===== config.mk =====
export PLATFORM = sky130hd
export DESIGN_NAME = color_command_line_parser
export DESIGN_NICKNAME = d
export VERILOG_FILES = /design/src/ccl_pkg.sv /design/src/ccl_step.sv /design/src/color_command_line_parser.sv
export SDC_FILE = /design/constraint.sdc
export NUM_CORES = 1
export LEC_CHECK = 0
export ABC_AREA = 1
export BUFFER_PORTS_ARGS = -buffer_cell sky130_fd_sc_hd__buf_2
export CORE_MARGIN = 8
export CORE_UTILIZATION = 45
export CTS_BUF_LIST = sky130_fd_sc_hd__clkbuf_2 sky130_fd_sc_hd__clkbuf_4 sky130_fd_sc_hd__clkbuf_8
export CTS_CLUSTER_DIAMETER = 200
export DETAILED_ROUTE_END_ITERATION = 6
export PLACE_DENSITY = 0.6
export SYNTH_ARGS = -nofsm -noshare
export SYNTH_HDL_FRONTEND = slang
export SYNTH_SLANG_ARGS = --single-unit

===== constraint.sdc =====
create_clock -name i_clk -period 4.09 [get_ports i_clk]
set_input_delay 0.2045 -clock i_clk [delete_from_list [all_inputs] [get_ports i_clk]]
set_output_delay 0.2045 -clock i_clk [all_outputs]
set_load 0.03 [all_outputs]

===== src/ccl_pkg.sv =====
// ----------------------------------------------------------------------------
// ccl_pkg
// types, codes and character helpers shared by the command line parser
// ----------------------------------------------------------------------------
package ccl_pkg;

    localparam int unsigned CharW   = 8;
    localparam int unsigned ColorW  = 24;
    localparam int unsigned LevelW  = 8;
    localparam int unsigned KeyLen  = 9;
    localparam int unsigned ColorDigits = 6;

    localparam logic [CharW-1:0] ChNul   = 8'h00;
    localparam logic [CharW-1:0] ChSpace = 8'h20;
    localparam logic [CharW-1:0] ChTab   = 8'h09;
    localparam logic [CharW-1:0] ChHash  = 8'h23;
    localparam logic [CharW-1:0] ChZero  = 8'h30;
    localparam logic [CharW-1:0] ChLowX  = 8'h78;
    localparam logic [CharW-1:0] ChUpX   = 8'h58;

    typedef enum logic [3:0] {
        PH_LEAD  = 4'd0,
        PH_KEY   = 4'd1,
        PH_GAP1  = 4'd2,
        PH_COLOR = 4'd3,
        PH_GAP2  = 4'd4,
        PH_PFX   = 4'd5,
        PH_FIRST = 4'd6,
        PH_LEVEL = 4'd7,
        PH_TRAIL = 4'd8,
        PH_ERR   = 4'd9
    } t_phase;

    typedef enum logic [2:0] {
        ST_OK       = 3'd0,
        ST_EMPTY    = 3'd1,
        ST_UNKNOWN  = 3'd2,
        ST_MISSING  = 3'd3,
        ST_COLOR    = 3'd4,
        ST_LEVEL    = 3'd5,
        ST_TRAILING = 3'd6
    } t_status;

    typedef struct packed {
        t_phase              phase;
        logic [3:0]          match_index;
        logic [2:0]          digit_count;
        logic [ColorW-1:0]   color;
        logic [LevelW-1:0]   level;
        t_status             error_code;
    } t_parse_state;

    typedef struct packed {
        t_status             status;
        logic [ColorW-1:0]   color;
        logic [LevelW-1:0]   level;
    } t_result;

    localparam t_parse_state ParseReset = '{
        phase:       PH_LEAD,
        match_index: 4'd0,
        digit_count: 3'd0,
        color:       '0,
        level:       '0,
        error_code:  ST_OK
    };

    function automatic logic [CharW-1:0] key_char(input logic [3:0] idx);
        logic [CharW-1:0] c;
        unique case (idx)
            4'd0:    c = 8'h73; // s
            4'd1:    c = 8'h65; // e
            4'd2:    c = 8'h74; // t
            4'd3:    c = 8'h5f; // _
            4'd4:    c = 8'h63; // c
            4'd5:    c = 8'h6f; // o
            4'd6:    c = 8'h6c; // l
            4'd7:    c = 8'h6f; // o
            4'd8:    c = 8'h72; // r
            default: c = 8'h00;
        endcase
        return c;
    endfunction

    function automatic logic is_blank(input logic [CharW-1:0] c);
        return (c == ChSpace) || (c == ChTab);
    endfunction

    // {digit flag, digit value}
    function automatic logic [4:0] hex_value(input logic [CharW-1:0] c);
        logic [CharW-1:0] t;
        logic [4:0]       r;
        r = 5'd0;
        if (c >= 8'h30 && c <= 8'h39) begin
            t = c - 8'h30;
            r = {1'b1, t[3:0]};
        end else if (c >= 8'h61 && c <= 8'h66) begin
            t = c - 8'h57;
            r = {1'b1, t[3:0]};
        end else if (c >= 8'h41 && c <= 8'h46) begin
            t = c - 8'h37;
            r = {1'b1, t[3:0]};
        end
        return r;
    endfunction

endpackage


===== src/ccl_step.sv =====
// ----------------------------------------------------------------------------
// ccl_step
// one character step of the parser: next state and line result
// ----------------------------------------------------------------------------
module ccl_step (
    input  ccl_pkg::t_parse_state        i_state,
    input  logic [ccl_pkg::CharW-1:0]    i_ch,
    output ccl_pkg::t_parse_state        o_state,
    output logic                         o_done,
    output ccl_pkg::t_result             o_result
);
    import ccl_pkg::*;

    t_parse_state s;
    logic [4:0]   hv;
    logic         dig;
    logic         blank;
    logic         nul;
    logic [11:0]  v;

    always_comb begin
        s     = i_state;
        hv    = hex_value(i_ch);
        dig   = hv[4];
        blank = is_blank(i_ch);
        nul   = (i_ch == ChNul);
        v     = {i_state.level, hv[3:0]};

        unique case (i_state.phase)
            PH_LEAD: begin
                if (blank) begin
                end else if (nul) begin
                    s.error_code = ST_EMPTY;
                    s.phase      = PH_ERR;
                end else if (i_ch == key_char(4'd0)) begin
                    s.phase       = PH_KEY;
                    s.match_index = 4'd1;
                end else begin
                    s.error_code = ST_UNKNOWN;
                    s.phase      = PH_ERR;
                end
            end
            PH_KEY: begin
                if (i_state.match_index < 4'(KeyLen)) begin
                    if (i_ch == key_char(i_state.match_index)) begin
                        s.match_index = i_state.match_index + 4'd1;
                    end else begin
                        s.error_code = ST_UNKNOWN;
                        s.phase      = PH_ERR;
                    end
                end else if (blank) begin
                    s.phase = PH_GAP1;
                end else begin
                    s.error_code = ST_UNKNOWN;
                    s.phase      = PH_ERR;
                end
            end
            PH_GAP1: begin
                if (blank) begin
                end else if (nul) begin
                    s.error_code = ST_MISSING;
                    s.phase      = PH_ERR;
                end else if (i_ch == ChHash) begin
                    s.phase       = PH_COLOR;
                    s.digit_count = 3'd0;
                    s.color       = '0;
                end else begin
                    s.error_code = ST_COLOR;
                    s.phase      = PH_ERR;
                end
            end
            PH_COLOR: begin
                if (i_state.digit_count < 3'(ColorDigits)) begin
                    if (dig) begin
                        s.color       = {i_state.color[ColorW-5:0], hv[3:0]};
                        s.digit_count = i_state.digit_count + 3'd1;
                    end else begin
                        s.color      = '0;
                        s.error_code = ST_COLOR;
                        s.phase      = PH_ERR;
                    end
                end else if (blank) begin
                    s.phase = PH_GAP2;
                end else begin
                    s.color      = '0;
                    s.error_code = ST_COLOR;
                    s.phase      = PH_ERR;
                end
            end
            PH_GAP2: begin
                if (blank) begin
                end else if (nul) begin
                    s.error_code = ST_MISSING;
                    s.phase      = PH_ERR;
                end else if (i_ch == ChZero) begin
                    s.phase = PH_PFX;
                end else begin
                    s.error_code = ST_LEVEL;
                    s.phase      = PH_ERR;
                end
            end
            PH_PFX: begin
                if (i_ch == ChLowX || i_ch == ChUpX) begin
                    s.phase = PH_FIRST;
                end else begin
                    s.error_code = ST_LEVEL;
                    s.phase      = PH_ERR;
                end
            end
            PH_FIRST: begin
                if (dig) begin
                    s.level = {4'd0, hv[3:0]};
                    s.phase = PH_LEVEL;
                end else begin
                    s.error_code = ST_LEVEL;
                    s.phase      = PH_ERR;
                end
            end
            PH_LEVEL: begin
                if (dig) begin
                    if (v > 12'hff) begin
                        s.level      = '0;
                        s.error_code = ST_LEVEL;
                        s.phase      = PH_ERR;
                    end else begin
                        s.level = v[LevelW-1:0];
                    end
                end else if (blank) begin
                    s.phase = PH_TRAIL;
                end else if (!nul) begin
                    s.error_code = ST_TRAILING;
                    s.phase      = PH_ERR;
                end
            end
            PH_TRAIL: begin
                if (!nul && !blank) begin
                    s.error_code = ST_TRAILING;
                    s.phase      = PH_ERR;
                end
            end
            default: begin
            end
        endcase

        o_result.status = s.error_code;
        o_result.color  = s.color;
        o_result.level  = s.level;
        o_done          = nul;
        o_state         = nul ? ParseReset : s;
    end

endmodule


===== src/color_command_line_parser.sv =====
// ----------------------------------------------------------------------------
// color_command_line_parser
// color command line checker, one character per item
// ----------------------------------------------------------------------------
// input channel: i_valid / o_stall with one character in i_ch; a zero
// character ends the line
// output channel: o_valid / i_stall with o_status, o_red, o_green, o_blue
// and o_brightness, one item per line, sent for the terminating character
// a character is registered at acceptance and parsed from that register;
// the line result is registered when the terminator is stepped; a new line
// may start right after a terminator. throughput: one character per cycle,
// set by the single registered parse step, unless a terminator must wait
// reset: parse state returns to the leading blank phase and both the input
// and result registers are emptied
// when the receiver stalls, the result is held; ordinary characters keep
// flowing, and only a terminator waits until the result register is free,
// with o_stall high for the input side while it waits
// ----------------------------------------------------------------------------
module color_command_line_parser (
    input  logic                        i_clk,
    input  logic                        i_rst_n,
    input  logic                        i_valid,
    output logic                        o_stall,
    input  logic [ccl_pkg::CharW-1:0]   i_ch,
    output logic                        o_valid,
    input  logic                        i_stall,
    output logic [2:0]                  o_status,
    output logic [7:0]                  o_red,
    output logic [7:0]                  o_green,
    output logic [7:0]                  o_blue,
    output logic [ccl_pkg::LevelW-1:0]  o_brightness
);
    import ccl_pkg::*;

    logic               r_in_valid;
    logic [CharW-1:0]   r_in_ch;
    t_parse_state       r_state;
    logic               r_out_valid;
    t_result            r_out;

    t_parse_state       n_state;
    t_result            step_result;
    logic               step_done;
    logic               advance;
    logic               accept;

    ccl_step u_step (
        .i_state  (r_state),
        .i_ch     (r_in_ch),
        .o_state  (n_state),
        .o_done   (step_done),
        .o_result (step_result)
    );

    assign advance = r_in_valid && (!step_done || !r_out_valid || !i_stall);
    assign o_stall = r_in_valid && !advance;
    assign accept  = i_valid && !o_stall;

    always_ff @(posedge i_clk) begin
        if (!i_rst_n) begin
            r_in_valid <= 1'b0;
        end else if (accept) begin
            r_in_valid <= 1'b1;
        end else if (advance) begin
            r_in_valid <= 1'b0;
        end
    end

    always_ff @(posedge i_clk) begin
        if (accept) begin
            r_in_ch <= i_ch;
        end
    end

    always_ff @(posedge i_clk) begin
        if (!i_rst_n) begin
            r_state <= ParseReset;
        end else if (advance) begin
            r_state <= n_state;
        end
    end

    always_ff @(posedge i_clk) begin
        if (!i_rst_n) begin
            r_out_valid <= 1'b0;
        end else if (advance && step_done) begin
            r_out_valid <= 1'b1;
        end else if (!i_stall) begin
            r_out_valid <= 1'b0;
        end
    end

    always_ff @(posedge i_clk) begin
        if (advance && step_done) begin
            r_out <= step_result;
        end
    end

    assign o_valid      = r_out_valid;
    assign o_status     = r_out.status;
    assign o_red        = r_out.color[23:16];
    assign o_green      = r_out.color[15:8];
    assign o_blue       = r_out.color[7:0];
    assign o_brightness = r_out.level;

endmodule


[After elaboration in Yosys (flattened, before gate mapping)]
Memory sizes are Yosys's and may differ from the RTL's. A register that Yosys moved wholly into a read port is not among the register bits.
Index checks and enable logic that the tools add are counted.
Storage, ports and cells
  word-level logic and storage cells: 155
  memory bits (read-only): 112
  memories kept: 1
  input port bits: 12
  register bits: 91
  output and inout bits: 37
Memories
  (no name shown): depth 16, width 7, read ports 1, clocked after Yosys merged registers in 1, write ports 0, line ccl_pkg.sv:70  | unique case (idx)
Cells by class
  reductions and logical operators: 27
  muxes and demuxes: 71
  $lt $le $gt $ge: 9
  eq/ne operators: 30
  add/sub/neg operators: 5
Operators by type and width (number)
  2-to-1 mux 4 bit: 21
  2-to-1 mux 27 bit: 3
  2-to-1 mux 24 bit: 3
  2-to-1 mux 3 bit: 24
  case mux 27 bit (2 select lines): 1
  2-to-1 mux 8 bit: 6
  2-to-1 mux 46 bit: 1
  case mux 4 bit (9 select lines): 1
  case mux 3 bit (9 select lines): 1
  == test 8 x 6 -> 1 bit (second input constant): 3
  == test 8 x 7 -> 1 bit (second input constant): 3
  != test 3 x 2 -> 1 bit (second input constant): 7
  == test 4 x 3 -> 1 bit (second input constant): 4
  >= comparator 8 x 7 -> 1 bit (second input constant): 2
  less-or-equal comparator 8 x 7 -> 1 bit (second input constant): 2
  case mux 8 bit (2 select lines): 1
  2-to-1 mux 5 bit: 3
  greater-than comparator 12 x 8 -> 1 bit (second input constant): 1
  != test 4 bit (second input constant): 3
  AND reduction 6 bit: 2
  nonzero test 10 bit: 1
  != test 3 bit (second input constant): 3
  AND reduction 9 bit: 1
  == test 4 x 2 -> 1 bit (second input constant): 2
  22 further kinds: 43

[Logic depth before layout (Yosys ltp)]
Gate-level depths: netlist of the first run.
  depth in word-level cells: 12
  mapped depth: 18
  mapped depth without buffers: 18

[Modules after synthesis]
A second synthesis of the first run with hierarchy kept.
Second synthesis, totals
  cell total of the unflattened synthesis: 910
  area, all modules: 6379.9 µm²
By module, submodules not included
  color_command_line_parser: cells an instance 358, area each 3464.6 µm², instances 1, seq. area each 2252.2 µm²
  ccl_step: cells an instance 552, area each 2915.3 µm², instances 1, seq. area each 0.0 µm²

[Worst setup path before layout of the first run]
No wires, ideal clock.
  path type: register -> register
  from: register r_in_ch[0]
  to: register with a tool-made name
  cell stages (with the launch flop): 19
  slack: 1.594 ns
  data required time: 3.977 ns
  buffers on the path: 1
  data arrival time: 2.383 ns
  clock period less this slack: 2.496 ns
  library setup time: 0.113 ns
  cell sequence: edfxtp_1 -> inv_1 -> ha_1 -> nand3_2 -> nor2_2 -> buf_6 -> nor2_2 -> nand2_1 -> nand2_2 -> nor2_4 -> nand2_4 -> inv_2 -> nor2_1 -> a211oi_2 -> inv_1 -> ha_1 -> nand2_1 -> nand3_1 -> nand2_1
RTL lines
  from (decl): line color_command_line_parser.sv:36  | logic [CharW-1:0] r_in_ch;
  from (signal assigned): line color_command_line_parser.sv:71  | r_in_ch <= i_ch;

==> flow_summary.json, run 1 <==
{
  "yosysWarnings": 0,
  "drc": 0,
  "dr_total_vias": 4483,
  "pin_count": 49,
  "r2r_setup_slack_ns": 1.12,
  "fillers": 1105,
  "ant_nets": 0,
  "synth_top_area_share_pct": 24.4,
  "grt_pass1_wl_mm": 22.1,
  "netlist_instances": 681,
  "worst_pin_slew_ns": 0.881,
  "syn_to_final_growth_pct": 12.2,
  "min_period_ns": 2.97,
  "antenna_found_initial": 0,
  "drv_slew": 0,
  "cp.required_ns": 4.36,
  "grt_pass1_vias": 4434,
  "synth.most_common_cell": "nand2_1",
  "routed_wl_mm": 13.1,
  "max-slew-margin-rel_pct": 41.2,
  "hpwl_mm": 9.31,
  "design_area_um2": 5940,
  "synth_area_leaders": "edfxtp_1 24%, dfxtp_1 21%, nand2_1 14%, nand2_2 5.6%, nand3_1 5.3%",
  "hold_end": "r_in_valid",
  "synth_common_cells": "195 x nand2_1, 65 x inv_1, 56 x nand3_1, 55 x dfxtp_1, 47 x nand2_2",
  "die_w_um": 124,
  "crit_type": "flip-flop to flip-flop",
  "maxCapViolCount": 0,
  "cp-start-kind": "flip-flop",
  "grt_max_degree": 44,
  "rr_worst_depth": 18,
  "clockBufferDepth": 2,
  "clk_pin_slew_ns": 0.09,
  "rows": 39,
  "cts_tree": "built",
  "drt_first_pass_iters": 5,
  "diodes": 0,
  "cp_max_fo": 11,
  "holdWs_ns": 0.0557,
  "synthesis.nets": 706,
  "peakVddDrop_mv": 0.222,
  "synth-edff-count": 43,
  "p_per_area_nw_per_um2": 325,
  "place_congestion": 0.910,
  "die-area_um2": 15500,
  "ys_types": 45,
  "skew_ns": 0.0152,
  "gr-total-overflow": 0,
  "coreArea_um2": 11500,
  "ctsHoldBuffers": 8,
  "grtUsageTotal_pct": 17.3,
  "cp-end-kind": "flip-flop",
  "dpl-instance-area_um2": 5630,
  "post_cts_buffers": 0,
  "layout.nets": 758,
  "initial_core_util_pct": 46.1,
  "utilization_pct": 51.8,
  "clkLatencyLatePin_ns": 0.39,
  "ys_seq_elements": 98,
  "post_drt_wl_per_cell_um": 14.9,
  "critPathArrivalTime_ns": 3.25,
  "finalSetupViolations": 0,
  "rsz0062_at_grt": "false",
  "synthArstFlopShare_pct": 0,
  "ys.flop_type": "dfxtp_1",
  "viasPerCell": 5.09,
  "layout_worst_path_cycle_share_pct": 72.7,
  "io_buffers": 48,
  "root_buffer": "clkbuf_8",
  "syn_area_um2": 5290,
  "timing.rr.start": "r_in_ch[0]",
  "power.leakage_nw": 2.52,
  "synth-seq-area-share_pct": 45.2,
  "avgSynthCellArea_um2": 7.77,
  "yosysTopAreaCell": "edfxtp_1",
  "clock-sinks": 98,
  "hold_path.startpoint": "i_valid",
  "drive_gt1_share_pct": 21.4,
  "hold_class": "input port to flip-flop",
  "ctsResizeCount": 0,
  "htreeDepth": 3,
  "fmax_mhz": 337,
  "numCtsBuffers": 9,
  "run_status": "finished clean",
  "drt_iter0_drc": 313,
  "whs_path_depth": 2,
  "tns_ns": 0,
  "final-hold-violation-count": 0,
  "die_h_um": 124
}
## routing by layer
layer,GRT usage (%),part of all wire (%),wire length (µm),vias to the layer above
li1,-,-,-,2312
met1,21.5,47,6220,2064
met2,28.5,47,6150,89
met3,3.53,3.6,475,18
met4,7.23,2.1,280,0
met5,0,0,0,-
## through the flow
step / power (mW) / setup slack (ns) / cells
after floorplan: 1.18 / 1.59 / 681
after global placement: 1.23 / 1.29 / 857
after detailed placement: 1.23 / 1.16 / 857
after CTS: 1.95 / 1.13 / 881
after global routing: 2.01 / 0.837 / 881
final: 1.93 / 1.12 / 881
## layout make-up
cell class,count,area (µm²),share of cell area (%)
flip-flops and latches,98,2390,40.3
multi-input cells,484,2480,41.8
repair buffers,60,350,5.90
inverters,80,308,5.18
clock buffers,11,139,2.34
clock inverters,5,86.3,1.45
well taps,143,179,3.01
## sequential cells by signal, summed over array words and instances (netlist names), named ones only
name and cells:
r_state 46, o_blue 8, o_brightness 8, o_green 8, o_red 8, r_in_ch 8
o_status 3, o_valid 1, r_in_valid 1
## cells in the final DEF (no fill, tap or decap), drive strengths merged
cell type,synthesis,routed
inv,78,80
o31ai,1,1
o2111ai,1,1
nor2,59,59
ha,13,13
nand3b,2,2
o211ai,2,2
dlygate4sd3,0,8
edfxtp,43,43
nand2,246,246
nor3,7,7
o21bai,2,2
a211oi,3,3
o22ai,8,8
nand4,5,5
dfxtp,55,55
a31oi,2,2
buf,14,52
clkinv,2,3
o21ai,20,20
nand3,59,59
o21a,2,2
bufinv,0,2
xor2,1,1
or2,1,1
a21oi,49,49
a21boi,1,1
clkbuf,5,11
## critical path, stage by stage (launching register included)
cell and delay [ns]:
edfxtp_1 0.47, inv_1 0.18, ha_1 0.23, nand3_2 0.09
nor2_2 0.10, buf_4 0.20, inv_1 0.15, nand2_1 0.09
nor2_1 0.07, nor2_4 0.14, nand2_4 0.09, inv_2 0.09
nor2_1 0.06, a211oi_2 0.30, inv_1 0.14, ha_1 0.30
nand2_1 0.05, nand3_1 0.07, nand2_1 0.05
## logic make-up (layout without fill, tap and decap cells)
family                   Yosys count  after routing  share of synthesized area (%)
AO/OA/AOI/OAI                     91             91                           10.2
XOR/XNOR                           1              1                          0.166
buffers and inverters             99            156                           7.99
adder cells (fa/ha/maj)           13             13                           3.07
flip-flops                        98             98                           45.2
AND/OR/NAND/NOR                  379            379                           33.4
## where the power goes
| part | total (mW) | switching [mW] | internal [mW] | leakage [nW] |
|---|---|---|---|---|
| registers | 1.05 | 0.0178 | 1.03 | 0.846 |
| clock network | 0.715 | 0.351 | 0.364 | 0.115 |
| logic | 0.168 | 0.117 | 0.0509 | 1.56 |
| total | 1.93 | 0.485 | 1.44 | 2.52 |
## how the worst max path moves through the flow
stage | from | end | slack, ns
2_1_floorplan | r_in_ch[0] | flip-flop | 1.59
3_3_place_gp | r_in_ch[0] | flip-flop | 1.29
3_5_place_dp | r_in_ch[0] | flip-flop | 1.16
4_1_cts | r_in_ch[0] | flip-flop | 1.13
5_1_grt | r_in_ch[0] | flip-flop | 0.84
6_report | r_in_ch[0] | flip-flop | 1.12
Note: power is estimated with default switching activity, not from simulation.
==> run 2: changes to the inputs <==
--- a/config.mk
+++ b/config.mk
@@ -12,7 +12,7 @@
 export CTS_BUF_LIST = sky130_fd_sc_hd__clkbuf_2 sky130_fd_sc_hd__clkbuf_4 sky130_fd_sc_hd__clkbuf_8
 export CTS_CLUSTER_DIAMETER = 200
 export DETAILED_ROUTE_END_ITERATION = 6
-export PLACE_DENSITY = 0.6
+export PLACE_DENSITY = 0.63
 export SYNTH_ARGS = -nofsm -noshare
 export SYNTH_HDL_FRONTEND = slang
 export SYNTH_SLANG_ARGS = --single-unit
==> constraint.sdc (replaced) <==
create_clock -name i_clk -period 2.5 [get_ports i_clk]
set_input_delay 0.125 -clock i_clk [delete_from_list [all_inputs] [get_ports i_clk]]
set_output_delay 0.125 -clock i_clk [all_outputs]
set_load 0.03 [all_outputs]
==> run 2 against run 1 <==
  * Count of clock-buffer cells in the layout grew 2
  * Fmax grew 23%
  * Global-route usage shrank 0.29 points
  * Sequential share of layout area shrank 2.1 points
  * Hold slack lost 0.039 ns
  * Critical path type unchanged
  * Largest power group unchanged
==> flow_summary.json, run 2 (synthesis results as in run 1) <==
{
  "design_area_um2": 6270,
  "cp-start-kind": "flip-flop",
  "place_ws_ns": 0.0184,
  "root_buffer": "clkbuf_8",
  "finalSetupViolations": 0,
  "largest_reg_flops": 46,
  "cp.buffers_inverters": 4,
  "drt_iter0_drc": 363,
  "whs_path_depth": 3,
  "fin_ws_ns": 0.0850,
  "clockBufferDepth": 2,
  "p_per_area_nw_per_um2": 483,
  "drt_first_pass_iters": 7,
  "clock-sinks": 98,
  "crit_family": "simple AND/OR/NAND/NOR gates",
  "grt_max_degree": 42,
  "skew_ns": 0.00849,
  "die-area_um2": 15500,
  "initial_core_util_pct": 46.1,
  "hold_class": "input port to flip-flop",
  "grt_use_met3_pct": 3.19,
  "cts_tree": "built",
  "path_depth": 17,
  "grt_pass1_wl_mm": 22.0,
  "place_congestion": 0.924,
  "top_usage_layer": "met2",
  "utilization_pct": 54.7,
  "layout_commonest_cell": "nand2_1",
  "drc": 0,
  "pin_count": 49,
  "diodes": 0,
  "hpwl_mm": 9.47,
  "critPathArrivalTime_ns": 2.69,
  "clkLatencyLatePin_ns": 0.38,
  "max-slew-margin-rel_pct": 67.4,
  "clk_pin_slew_ns": 0.09,
  "cp_common_cell": "nand2_1",
  "antenna_found_initial": 0,
  "peakVddDrop_mv": 0.264,
  "p_total_mw": 3.03,
  "dr_total_vias": 4643,
  "grtUsageMet1_pct": 20.3,
  "coreArea_um2": 11500,
  "cp_max_fo": 4,
  "viasPerCell": 5.09,
  "io_buffers": 48,
  "slowest_delay_ns": 0.45,
  "die_h_um": 124,
  "rows": 39,
  "r2r_setup_slack_ns": 0.08,
  "layout_worst_path_cycle_share_pct": 96.6,
  "power.leakage_nw": 2.68,
  "layout.nets": 789,
  "post_drt_wl_per_cell_um": 14.5,
  "min_period_ns": 2.42,
  "dpl-instance-area_um2": 5860,
  "run_status": "finished clean",
  "path_cells": "inv_1 -> nand2_1 -> nor2_1 -> nand2_2 -> nand2_4 -> nand2_1 -> nand2_2 -> nor2_4 -> nand2_4 -> inv_2 -> buf_4 -> a211oi_4 -> inv_2 -> ha_4 -> nand2_1 -> nand3_1 -> nand2_1",
  "syn_to_final_growth_pct": 18.6,
  "crit_type": "flip-flop to flip-flop",
  "regMostFlops": "r_state",
  "drive_gt1_share_pct": 26.5,
  "maxCapViolCount": 0,
  "cp.required_ns": 2.78,
  "grt_pass1_vias": 4568,
  "final_cell_mix": "194 x nand2_1, 59 x inv_1, 55 x nand3_1, 54 x dfxtp_1, 48 x buf_2",
  "final-hold-violation-count": 0,
  "holdWs_ns": 0.0166,
  "die_w_um": 124,
  "drv_slew": 0,
  "fmax_mhz": 414,
  "routed_wl_mm": 13.2,
  "ant_nets": 0,
  "cp_slowest_cell": "edfxtp_1",
  "gr-total-overflow": 0,
  "rr_worst_depth": 17,
  "grt_use_met2_pct": 29.0,
  "cp-end-kind": "flip-flop",
  "grtUsageTotal_pct": 17.0,
  "numCtsBuffers": 9,
  "worst_pin_slew_ns": 0.489,
  "htreeDepth": 3
}
-- run 2: per-stage QoR --
| stage | TNS (ns) | cells |
|---|---|---|
| 2_1_floorplan | 0 | 681 |
| 3_3_place_gp | 0 | 882 |
| 3_5_place_dp | 0 | 882 |
| 4_1_cts | 0 | 908 |
| 5_1_grt | -0.0486 | 912 |
| 6_report | 0 | 912 |
-- run 2: path summary, 6_finish.rpt --
path	from	endpoint
min	i_stall	o_valid
max	r_in_ch[6]	flip-flop
min reg2reg	r_state[4]	r_state[4]
max reg2reg	r_in_ch[6]	flip-flop
-- run 2: cell type report --
type | instances | area, µm²
clock buffer | 13 | 160
sequential | 98 | 2390
multi-input combinational | 484 | 2570
inverter | 80 | 310
tap | 143 | 179
clock inverter | 3 | 25.0
fill | 1083 | 5190
timing repair buffer | 91 | 634
-- run 2: worst min-delay path: cells and delay by family --
| kind | cells | cell delay, ns |
|---|---|---|
| buffers and inverters | 1 | 0.10 |
| and+or+nand+nor | 1 | 0.07 |
| AOI/OAI and AO/OA | 1 | 0.06 |
-- run 2: routing by layer --
metal	vias up	wire (µm)
li1	2368	-
met1	2156	5820
met2	97	6510
met3	22	608
met4	0	265
met5	-	0
-- run 2: what timing repair did --
action | CTS | global route
endpoints found under the setup margin | 1 | 8
setup buffers | 1 | 4
endpoints found under the hold margin | 9 | 0
pin swaps | 1 | 11
hold buffers | 9 | 0
resized for setup | 0 | 27
-- run 2: power by group --
part	internal, mW	leakage, nW	total, mW	switching [mW]
logic	0.123	1.74	0.336	0.213
registers	1.68	0.847	1.71	0.0237
clock network	0.427	0.0941	0.984	0.558
